<file path="config.mk">
export PLATFORM = sky130hd
export DESIGN_NAME = button_debounce_autorepeat
export DESIGN_NICKNAME = d
export VERILOG_FILES = /design/src/rtl/core/bda_pkg.sv /design/src/rtl/core/bda_csr.sv /design/src/rtl/core/bda_step.sv /design/src/rtl/core/button_debounce_autorepeat.sv
export SDC_FILE = /design/constraint.sdc
export NUM_CORES = 1
export LEC_CHECK = 0
export ABC_CLOCK_PERIOD_IN_PS = 7200
export BUFFER_PORTS_ARGS = -buffer_cell sky130_fd_sc_hd__buf_4
export CAP_MARGIN = 10
export CORE_MARGIN = 2
export CORE_UTILIZATION = 45
export DETAILED_ROUTE_END_ITERATION = 6
export PLACE_DENSITY_LB_ADDON = 0.2
export REMOVE_ABC_BUFFERS = 1
export SYNTH_ARGS = -nofsm -noshare
export SYNTH_HDL_FRONTEND = slang
export SYNTH_SLANG_ARGS = --single-unit
</file>
<file path="constraint.sdc">
create_clock -name clock -period 7.2 [get_ports clock]
set_clock_uncertainty 0.15 [all_clocks]
set_input_delay 0.72 -clock clock [delete_from_list [all_inputs] [get_ports clock]]
set_output_delay 0.72 -clock clock [all_outputs]
set_load 0.005 [all_outputs]
</file>
<file path="src/rtl/core/bda_pkg.sv">
// shared types, constants and helpers for the button debounce block
package bda_pkg;

   localparam int TICK_W     = 8;
   localparam int CSR_ADDR_W = 4;
   localparam int CSR_DATA_W = 32;
   localparam int EVENT_W    = 4;

   typedef logic [TICK_W-1:0] tick_type;
   typedef logic [EVENT_W-1:0] event_type;

   localparam int EV_PRESSED  = 0;
   localparam int EV_RELEASED = 1;
   localparam int EV_HELD     = 2;
   localparam int EV_REPEATED = 3;

   typedef enum logic [3:0] {
      PH_RELEASED  = 4'b0001,
      PH_ENGAGED   = 4'b0010,
      PH_PRESSED   = 4'b0100,
      PH_REPEATING = 4'b1000
   } phase_type;

   typedef enum logic [2:0] {
      ACT_IDLE     = 3'd0,
      ACT_PRESSED  = 3'd1,
      ACT_RELEASED = 3'd2,
      ACT_HELD     = 3'd3,
      ACT_REPEATED = 3'd4
   } action_type;

   typedef enum logic [1:0] {
      REG_DEAD_TIME     = 2'd0,
      REG_REPEAT_DELAY  = 2'd1,
      REG_REPEAT_PERIOD = 2'd2,
      REG_UNMAPPED      = 2'd3
   } reg_index_type;

   typedef struct packed {
      tick_type dead_time;
      tick_type repeat_delay;
      tick_type repeat_period;
   } cfg_type;

   // wrapping compare: interval has passed since base when the difference is non-negative
   function automatic logic elapsed(input tick_type now, input tick_type base,
                                    input tick_type interval);
      tick_type diff;
      diff = now - base - interval;
      return ~diff[TICK_W-1];
   endfunction

endpackage

</file>
<file path="src/rtl/core/bda_csr.sv">
// configuration registers behind the apb-style port
module bda_csr (
   input  logic                           clock,
   input  logic                           reset,
   input  logic                           csr_psel,
   input  logic                           csr_penable,
   input  logic                           csr_pwrite,
   input  logic [bda_pkg::CSR_ADDR_W-1:0] csr_paddr,
   input  logic [bda_pkg::CSR_DATA_W-1:0] csr_pwdata,
   output logic [bda_pkg::CSR_DATA_W-1:0] csr_prdata,
   output logic                           csr_pready,
   output bda_pkg::cfg_type               cfg
);

   bda_pkg::cfg_type      cfg_ff;
   bda_pkg::cfg_type      cfg_in;
   bda_pkg::reg_index_type index;
   logic                  write_en;
   bda_pkg::tick_type     wdata;
   bda_pkg::tick_type     rdata;

   assign index      = bda_pkg::reg_index_type'(csr_paddr[3:2]);
   assign write_en   = csr_psel && csr_penable && csr_pwrite && csr_pready;
   assign wdata      = csr_pwdata[bda_pkg::TICK_W-1:0];
   assign csr_pready = 1'b1;

   always_comb begin
      cfg_in = cfg_ff;
      if (write_en) begin
         unique case (index)
            bda_pkg::REG_DEAD_TIME:     cfg_in.dead_time     = wdata;
            bda_pkg::REG_REPEAT_DELAY:  cfg_in.repeat_delay  = wdata;
            bda_pkg::REG_REPEAT_PERIOD: cfg_in.repeat_period = wdata;
            default:                    cfg_in = cfg_ff;
         endcase
      end
   end

   always_comb begin
      unique case (index)
         bda_pkg::REG_DEAD_TIME:     rdata = cfg_ff.dead_time;
         bda_pkg::REG_REPEAT_DELAY:  rdata = cfg_ff.repeat_delay;
         bda_pkg::REG_REPEAT_PERIOD: rdata = cfg_ff.repeat_period;
         default:                    rdata = '0;
      endcase
   end

   assign csr_prdata = {{(bda_pkg::CSR_DATA_W-bda_pkg::TICK_W){1'b0}}, rdata};

   always_ff @(posedge clock) begin
      if (reset) begin
         cfg_ff <= '0;
      end else begin
         cfg_ff <= cfg_in;
      end
   end

   assign cfg = cfg_ff;

endmodule

</file>
<file path="src/rtl/core/bda_step.sv">
// debounce state, repeat timing and pending event selection
module bda_step (
   input  logic                   clock,
   input  logic                   reset,
   input  logic                   advance,
   input  bda_pkg::tick_type      now_time,
   input  logic                   button_level,
   input  bda_pkg::cfg_type       cfg,
   output bda_pkg::action_type    action
);

   bda_pkg::phase_type phase_ff;
   bda_pkg::phase_type phase_in;
   bda_pkg::event_type pending_ff;
   bda_pkg::event_type pending_in;
   bda_pkg::tick_type  time_ff;
   bda_pkg::tick_type  time_in;

   always_comb begin
      bda_pkg::phase_type ph;
      bda_pkg::event_type ev;
      bda_pkg::tick_type  t;
      ph = phase_ff;
      ev = pending_ff;
      t  = time_ff;

      // dead time after release
      if (ph == bda_pkg::PH_RELEASED && bda_pkg::elapsed(now_time, t, cfg.dead_time)) begin
         ph = bda_pkg::PH_ENGAGED;
      end

      // press and release edges
      if (button_level) begin
         if (ph == bda_pkg::PH_ENGAGED) begin
            ph = bda_pkg::PH_PRESSED;
            ev = '0;
            ev[bda_pkg::EV_PRESSED] = 1'b1;
            t  = now_time;
         end
      end else if (ph == bda_pkg::PH_PRESSED || ph == bda_pkg::PH_REPEATING) begin
         ph = bda_pkg::PH_RELEASED;
         ev = '0;
         ev[bda_pkg::EV_RELEASED] = 1'b1;
         t  = now_time;
      end

      // auto-repeat timing
      if (ph == bda_pkg::PH_REPEATING) begin
         if (bda_pkg::elapsed(now_time, t, cfg.repeat_period)) begin
            ev[bda_pkg::EV_REPEATED] = 1'b1;
            t = t + cfg.repeat_period;
         end
      end else if (ph == bda_pkg::PH_PRESSED) begin
         if (bda_pkg::elapsed(now_time, t, cfg.repeat_delay)) begin
            ph = bda_pkg::PH_REPEATING;
            ev[bda_pkg::EV_HELD]     = 1'b1;
            ev[bda_pkg::EV_REPEATED] = 1'b1;
            t = t + cfg.repeat_delay;
         end
      end

      // report and clear the highest-priority pending event
      priority if (ev[bda_pkg::EV_PRESSED]) begin
         ev[bda_pkg::EV_PRESSED] = 1'b0;
         action = bda_pkg::ACT_PRESSED;
      end else if (ev[bda_pkg::EV_RELEASED]) begin
         ev[bda_pkg::EV_RELEASED] = 1'b0;
         action = bda_pkg::ACT_RELEASED;
      end else if (ev[bda_pkg::EV_HELD]) begin
         ev[bda_pkg::EV_HELD] = 1'b0;
         action = bda_pkg::ACT_HELD;
      end else if (ev[bda_pkg::EV_REPEATED]) begin
         ev[bda_pkg::EV_REPEATED] = 1'b0;
         action = bda_pkg::ACT_REPEATED;
      end else begin
         action = bda_pkg::ACT_IDLE;
      end

      phase_in   = ph;
      pending_in = ev;
      time_in    = t;
   end

   always_ff @(posedge clock) begin
      if (reset) begin
         phase_ff   <= bda_pkg::PH_ENGAGED;
         pending_ff <= '0;
         time_ff    <= '0;
      end else if (advance) begin
         phase_ff   <= phase_in;
         pending_ff <= pending_in;
         time_ff    <= time_in;
      end
   end

endmodule

</file>
<file path="src/rtl/core/button_debounce_autorepeat.sv">
// Button debounce with auto-repeat: each timestamped sample transaction on req_ yields exactly
// one action transaction on rsp_ (idle, pressed, released, held or repeated). A sample is
// captured in an input register; then, once the result register is free or being taken, the
// state update and event selection run in one pass into the result register. One sample per
// cycle is sustained while rsp_ready stays high; the rate is set by the state update loop.
// The result register lets a new sample enter while the previous result waits to be taken.
// Configuration registers (dead_time at 0x0, repeat_delay at 0x4, repeat_period at 0x8) reset
// to zero; the user must write them only while no transaction is in flight, which the block
// itself does not enforce. Reset is synchronous and needs no clearing pass.
module button_debounce_autorepeat (
   input  logic                           clock,
   input  logic                           reset,
   input  logic                           req_valid,
   output logic                           req_ready,
   input  logic [7:0]                     req_now_time,
   input  logic                           req_button_level,
   output logic                           rsp_valid,
   input  logic                           rsp_ready,
   output logic [2:0]                     rsp_action,
   input  logic                           csr_psel,
   input  logic                           csr_penable,
   input  logic                           csr_pwrite,
   input  logic [bda_pkg::CSR_ADDR_W-1:0] csr_paddr,
   input  logic [bda_pkg::CSR_DATA_W-1:0] csr_pwdata,
   output logic [bda_pkg::CSR_DATA_W-1:0] csr_prdata,
   output logic                           csr_pready
);

   bda_pkg::cfg_type    cfg;
   bda_pkg::action_type action;

   logic                in_valid_ff;
   logic                in_valid_in;
   bda_pkg::tick_type   now_ff;
   logic                level_ff;
   logic                out_valid_ff;
   logic                out_valid_in;
   bda_pkg::action_type action_ff;
   logic                req_fire;
   logic                advance;

   bda_csr u_csr (
      .clock       (clock),
      .reset       (reset),
      .csr_psel    (csr_psel),
      .csr_penable (csr_penable),
      .csr_pwrite  (csr_pwrite),
      .csr_paddr   (csr_paddr),
      .csr_pwdata  (csr_pwdata),
      .csr_prdata  (csr_prdata),
      .csr_pready  (csr_pready),
      .cfg         (cfg)
   );

   bda_step u_step (
      .clock        (clock),
      .reset        (reset),
      .advance      (advance),
      .now_time     (now_ff),
      .button_level (level_ff),
      .cfg          (cfg),
      .action       (action)
   );

   assign advance   = in_valid_ff && (!out_valid_ff || rsp_ready);
   assign req_ready = !in_valid_ff || advance;
   assign req_fire  = req_valid && req_ready;

   always_comb begin
      in_valid_in = in_valid_ff;
      if (req_fire) begin
         in_valid_in = 1'b1;
      end else if (advance) begin
         in_valid_in = 1'b0;
      end
   end

   always_comb begin
      out_valid_in = out_valid_ff;
      if (advance) begin
         out_valid_in = 1'b1;
      end else if (rsp_ready) begin
         out_valid_in = 1'b0;
      end
   end

   always_ff @(posedge clock) begin
      if (reset) begin
         in_valid_ff  <= 1'b0;
         out_valid_ff <= 1'b0;
      end else begin
         in_valid_ff  <= in_valid_in;
         out_valid_ff <= out_valid_in;
      end
   end

   always_ff @(posedge clock) begin
      if (req_fire) begin
         now_ff   <= req_now_time;
         level_ff <= req_button_level;
      end
      if (advance) begin
         action_ff <= action;
      end
   end

   assign rsp_valid  = out_valid_ff;
   assign rsp_action = action_ff;

endmodule
</file>
== Word level (Yosys, flattened, before mapping) ==
Cells that the tools add are included.

* Bitwise gates (word level): 1
* Add/sub/neg operators: 7
* Muxes and demuxes: 33
* Shift operators: 0
* Reductions and logical operators: 17
* Multiply operators: 0
* $lt $le $gt $ge: 0
* Divide/modulo/power cells: 0
* Equality and inequality tests: 8

{| class="wikitable"
|+ Operator list
! cell !! count
|-
| 8-bit two-way mux || 7
|-
| 4-bit two-way mux || 10
|-
| 8-bit subtractor || 5
|-
| 8-bit case mux with 3 select lines || 1
|-
| 8-bit adder || 2
|-
| 2-bit two-way mux || 5
|-
| 4-bit by 3-bit == test with 1-bit output, second input constant || 2
|-
| 4-bit == test, second input constant || 2
|-
| 1-bit two-way mux || 8
|-
| 3-bit two-way mux || 2
|-
| 2-bit AND reduction || 3
|-
| 1-bit logical AND || 5
|-
| 4-bit by 1-bit == test with 1-bit output, second input constant || 1
|-
| 4-bit by 2-bit == test with 1-bit output, second input constant || 1
|-
| 2-bit nonzero test || 2
|-
| 1-bit logical OR || 3
|-
| 3-bit OR reduction || 1
|-
| 2-bit by 1-bit == test with 1-bit output, second input constant || 1
|-
| 2-bit == test, second input constant || 1
|-
| 1-bit zero test || 2
|-
| 2-bit zero test || 1
|-
| 1-bit NOT || 1
|}

* RAM bits: 0
* Bits in latches: 0
* Word-level logic and storage cells: 78
* Input port bits: 52
* Flip-flop bits (word level): 53
* ROM bits: 0
* Memories: 0

== Depth between registers and ports, before layout ==
* Depth after elaboration: 17
* Mapped depth: 31
* Depth with buffers taken out: 29

== Modules after synthesis ==
A second synthesis with hierarchy kept.

* Cell total of the unflattened synthesis: 491
* Area, all modules: 4351.7 µm²

{| class="wikitable"
|+ By module, submodules not included
! module !! cells each !! times used !! area an instance (µm²) !! seq. area each (µm²)
|-
| bda_step || 323 || 1 || 2508.7 || 300.3
|-
| bda_csr || 146 || 1 || 1378.8 || 480.5
|-
| button_debounce_autorepeat || 22 || 1 || 464.2 || 400.4
|}

== Least setup slack after synthesis ==
Ideal clock, no wire load.

* Path type: register to register
* From: register now_ff[5]
* To: register u_step.pending_ff[3]
* Library setup time: 0.134 ns
* Arrival time: 6.303 ns
* Setup slack: 0.613 ns
* Period minus slack after synthesis: 6.587 ns
* Stages on the path, launching flop included: 29
* Data required time: 6.916 ns
* Path buffers: 2
* Cells stage by stage: edfxtp_1 inv_1 fa_1 inv_1 ha_1 a21oi_1 nand2_1 o311a_2 nor3_2 or2_2 clkbuf_1 mux2_2 fa_1 inv_1 a21o_1 a21oi_1 o21bai_1 a21oi_1 xnor2_1 ha_1 or3_1 o211ai_1 o31ai_1 nor4_1 xor3_1 buf_1 o22ai_1 a211oi_1 a211oi_1

* Cells in the longest elaborated chain, start to end: 17
* Elaborated cells on any way between the ends: 31
* Those cells by class: 5 x add/sub; 5 x eq/ne; 18 x mux; 1 x bitwise; 2 x reduce/logical

{| class="wikitable"
|+ Ends and longest elaborated chain
! what !! RTL line !! text
|-
| from (decl) || button_debounce_autorepeat.sv:34 || <nowiki>bda_pkg::tick_type now_ff;</nowiki>
|-
| from (signal assigned) || button_debounce_autorepeat.sv:99 || <nowiki>now_ff <= req_now_time;</nowiki>
|-
| 8-bit subtractor (2 in a row) || bda_pkg.sv:49 || <nowiki>diff = now - base - interval;</nowiki>
|-
| 1-bit NOT || bda_pkg.sv:50 || <nowiki>return ~diff[TICK_W-1];</nowiki>
|-
| 1-bit logical AND || bda_step.sv:28 || <nowiki>if (ph == bda_pkg::PH_RELEASED && bda_pkg::elapsed(now_time, t, cfg.dead_time)) begin</nowiki>
|-
| 4-bit two-way mux || bda_step.sv:28 ||
|-
| 4-bit by 3-bit == test with 1-bit output / 4-bit == test (equally long branches) || bda_step.sv:40 || <nowiki>end else if (ph == bda_pkg::PH_PRESSED || ph == bda_pkg::PH_REPEATING) begin</nowiki>
|-
| 1-bit logical OR || bda_step.sv:40 ||
|-
| 8-bit two-way mux || bda_step.sv:40 ||
|-
| 8-bit two-way mux || bda_step.sv:33 || <nowiki>if (button_level) begin</nowiki>
|-
| 8-bit subtractor (2 in a row) || bda_pkg.sv:49 ||
|-
| 2-bit two-way mux || bda_step.sv:54 || <nowiki>if (bda_pkg::elapsed(now_time, t, cfg.repeat_delay)) begin</nowiki>
|-
| 2-bit two-way mux || bda_step.sv:53 || <nowiki>end else if (ph == bda_pkg::PH_PRESSED) begin</nowiki>
|-
| 1-bit two-way mux || bda_step.sv:48 || <nowiki>if (ph == bda_pkg::PH_REPEATING) begin</nowiki>
|-
| 1-bit two-way mux || bda_step.sv:69 || <nowiki>end else if (ev[bda_pkg::EV_HELD]) begin</nowiki>
|-
| 2-bit two-way mux || bda_step.sv:66 || <nowiki>end else if (ev[bda_pkg::EV_RELEASED]) begin</nowiki>
|-
| 3-bit two-way mux (*) || bda_step.sv:63 || <nowiki>priority if (ev[bda_pkg::EV_PRESSED]) begin</nowiki>
|-
| to (signal assigned) || bda_step.sv:91 || <nowiki>pending_ff <= pending_in;</nowiki>
|-
| to (decl) || bda_step.sv:14 || <nowiki>bda_pkg::event_type pending_ff;</nowiki>
|}

Mark *: on every way between the ends. The rest lies on a longest branch, timed or not.
A chain may end at the register's enable or synchronous reset.

== Worst setup path in the final report ==
* From: register now_ff[2]
* To: register u_step.phase_ff[2]

* Cells in the longest elaborated chain, start to end: 14
* Elaborated cells on any way between the ends: 22
* Those cells by class: 4 x add/sub; 5 x eq/ne; 10 x mux; 1 x bitwise; 2 x reduce/logical

{| class="wikitable"
|+ Ends and longest elaborated chain
! what !! RTL line !! text
|-
| 8-bit subtractor (2 in a row) || bda_pkg.sv:49 ||
|-
| 1-bit NOT || bda_pkg.sv:50 ||
|-
| 1-bit logical AND || bda_step.sv:28 ||
|-
| 4-bit two-way mux || bda_step.sv:28 ||
|-
| 4-bit by 3-bit == test with 1-bit output / 4-bit == test (equally long branches) || bda_step.sv:40 ||
|-
| 1-bit logical OR || bda_step.sv:40 ||
|-
| 8-bit two-way mux || bda_step.sv:40 ||
|-
| 8-bit two-way mux || bda_step.sv:33 ||
|-
| 8-bit subtractor (2 in a row) || bda_pkg.sv:49 ||
|-
| 4-bit two-way mux || bda_step.sv:54 ||
|-
| 4-bit two-way mux || bda_step.sv:53 ||
|-
| 4-bit two-way mux (*) || bda_step.sv:48 ||
|-
| to (signal assigned) || bda_step.sv:86 || <nowiki>phase_ff <= bda_pkg::PH_ENGAGED;</nowiki>
|-
| to (signal assigned) || bda_step.sv:90 || <nowiki>phase_ff <= phase_in;</nowiki>
|-
| to (decl) || bda_step.sv:12 || <nowiki>bda_pkg::phase_type phase_ff;</nowiki>
|}

Marks and branches as above.

==> summary.txt <==
Cell count after synthesis = 509
Syn Std Cell Area = 4373 µm²
Die area = 10520 µm²
Drt first pass iters = 5
Syn_area_per_cell = 8.591 µm²
FF+latch count, synth = 53
Core box area = 9328 µm²
CP max FO = 10
I/O pins = 90
Drt first-iter violations = 177
CP Capture Type = register
Crit path kind = reg -> reg
Initial core utilization = 46.88%
IO buf count = 38
GPL Wtd Cong = 0.8576
Finish-stage setup viols = 0
CTS Sinks = 53
Die Span Y = 102.6 µm
Vias per inst = 5.385
Status = finished clean
RSZ-0062 raised after global routing = false
Synth unique cells = 61
Final period util = 93.99%
Routed vias = 3651
EDFF count, synth = 12
Grt ovf = 0
Sw Pwr = 388.2 µW
Async SR Flop Fraction = 0%
Cell type with the largest total area after synthesis = dfxtp_1
Max-cap check violation count = 0
Largest net degree at the start of global routing = 41
Required @ worst endpoint = 7310 ps
Slew HR = 49.99%
Number of global-route vias before repair = 3419
Total GRT Usage = 20.88%
Antenna viol nets, final = 0
Sequential Power Share = 33.1%
Layout Area Growth over Synthesis = 11.22%
Die Wd = 102.6 µm
Data arrival, critical path = 6880 ps
Synth Flop Type = dfxtp_1
# rows = 35
DP Wirelength = 8152 µm
Most frequent cells after synthesis = 62 x nor2_1, 45 x inv_1, 42 x mux2i_1, 41 x dfxtp_1, 41 x ha_1
Max Clk Rate = 147.8 MHz
Diode count = 0
Nets = 649
Ys Warns = 0
# DRC = 0
Standby leakage power = 2.108 nW
Layout cell share with drive strength beyond 1 = 14.21%
P_int = 614.5 µW
Cells after DPL = 670
Clock share of power = 19.0%
First-pass GRT wire length = 16900 µm
Initial antenna violation count = 0
H-Tree Depth = 2
Worst Tran Pin Value = 740.4 ps
Gate power share = 47.8%
Final Hold Fails = 0
CTS clk-pin slew, worst paths = 110 ps
Pwr Density = 206.2 nW/µm²
Fin crit period = 6768 ps
Fin cells = 678
Maximum root-to-sink buffer count = 2
Fin. max-slew vios = 0
Synth area leaders = dfxtp_1 19%, ha_1 12%, mux2i_1 9.6%
Switching part of the total = 38.71%
Fillers = 874
Seq/Total Area, Yosys = 27.01%
Max IR drop VDD = 0.1085 mV
Yosys top cell area share = 18.77%
Cell with the most instances after synthesis = nor2_1
Hold WC Path Type = reg -> reg
Clock latency at the later pin of the worst-skew pair = 330 ps
Root Driver = clkbuf_8
WL/cell = 15.29 µm
Final TNS setup = 0 ps
TritonCTS clock tree = yes
CTS Buf Count = 5
Final wirelength = 10360 µm
Crit path launch type = register
## worst paths after layout
check | startpoint | end | slack, ps | depth (start not counted)
max | now_ff[2] | u_step.phase_ff[2] | 430 | 26
min | u_step.time_ff[4] | u_step.time_ff[4] | 330 | 1
max reg2reg | now_ff[2] | u_step.phase_ff[2] | 430 | 26
min reg2reg | u_step.time_ff[4] | u_step.time_ff[4] | 330 | 1
## kinds of logic (layout without fill, tap and decap cells)
logic type                 Yosys count  after routing  synth area share, %
adders and majority gates           49             49                15.39
buffers and inverters               91            108                10.30
xor gates and xnor gates            23             23                5.122
muxes                               46             46                10.64
AOI/OAI and AO/OA                  102            102                15.85
DFF                                 53             53                27.01
and+or+nand+nor                    143            143                15.51
other                                2             25               0.1717
## flip-flops by register name, summed over array words and instances, names as in the netlist
name	count
u_step.pending_ff	3
level_ff	1
in_valid_ff	1
now_ff	8
u_step.time_ff	8
u_csr.cfg	24
u_step.phase_ff	4
rsp_valid	1
rsp_action	3
## per-layer routing
layer	global-route usage [%]	part of all wire [%]
met5	0	0
met4	6.974	2.6
met3	2.712	4.6
met2	32.78	45
met1	29.72	48
## per-stage QoR
| stage | hold WS, ps | worst slack [ps] | util (%) | total power, mW | instance area [µm²] |
|---|---|---|---|---|---|
| floorplan | 291.9 | 797.1 | - | 0.6382 | 4178 |
| global placement | 306.3 | 378.3 | 50.95 | 0.7995 | 4752 |
| detailed placement | 306.9 | 280.1 | 50.95 | 0.8103 | 4752 |
| CTS | 332.9 | 206.0 | 51.99 | 1.001 | 4850 |
| global route | 377.9 | 8.703 | 52.14 | 1.073 | 4863 |
| finish | 334.0 | 432.5 | 52.14 | 1.003 | 4863 |
## timing repair
item,CTS,global route
setup buffers,0,0
resized for setup,0,5
hold buffers,0,0
endpoints found under the setup margin,0,15
## critical path: stages (launching register included)
cell	delay (ps)
edfxtp_1	480
fa_1	500
ha_1	330
a21oi_2	240
a21oi_1	140
a2111oi_4	440
nor3_4	120
or2_2	330
buf_4	190
o21ai_1	330
inv_1	80
ha_1	350
o21ai_0	110
a21oi_1	290
nor2_1	90
xnor2_1	170
ha_1	350
o2111a_1	200
o31ai_1	120
and3_1	170
a211oi_1	180
buf_4	160
o21bai_1	130
and3b_1	220
or2_1	310
or3_1	370
a21oi_1	160
## power by group through the flow
stage | combinational (mW) | sequential [mW] | clock (mW)
after floorplan | 0.303 | 0.335 | 0
after global placement | 0.461 | 0.339 | 0
after detailed placement | 0.471 | 0.339 | 0
after CTS | 0.475 | 0.332 | 0.194
after global routing | 0.530 | 0.335 | 0.208
final | 0.479 | 0.332 | 0.191
## layout make-up
cell class	instances	area (µm²)	area share (%)
clock buffer	5	68.82	1.415
clock inverter	3	28.78	0.5917
inverter	45	168.9	3.473
multi-input combinational	388	2841	58.43
sequential	53	1181	24.29
tap	129	161.4	3.319
timing repair buffer	55	412.9	8.490
## placed cells by master (no fill, tap or decap), types with 6 or more instances in the layout
cell type,count
a21o_1,7
a21oi_1,25
buf_4,55
conb_1,25
dfxtp_1,41
edfxtp_1,12
fa_1,8
ha_1,41
inv_1,45
mux2i_1,42
nand2_1,27
nand3_1,7
nor2_1,62
nor2b_1,6
nor3_1,10
o211ai_1,6
o21ai_0,20
o21bai_1,7
xnor2_1,14
xor2_1,7
(Power assumes the default switching activity.)
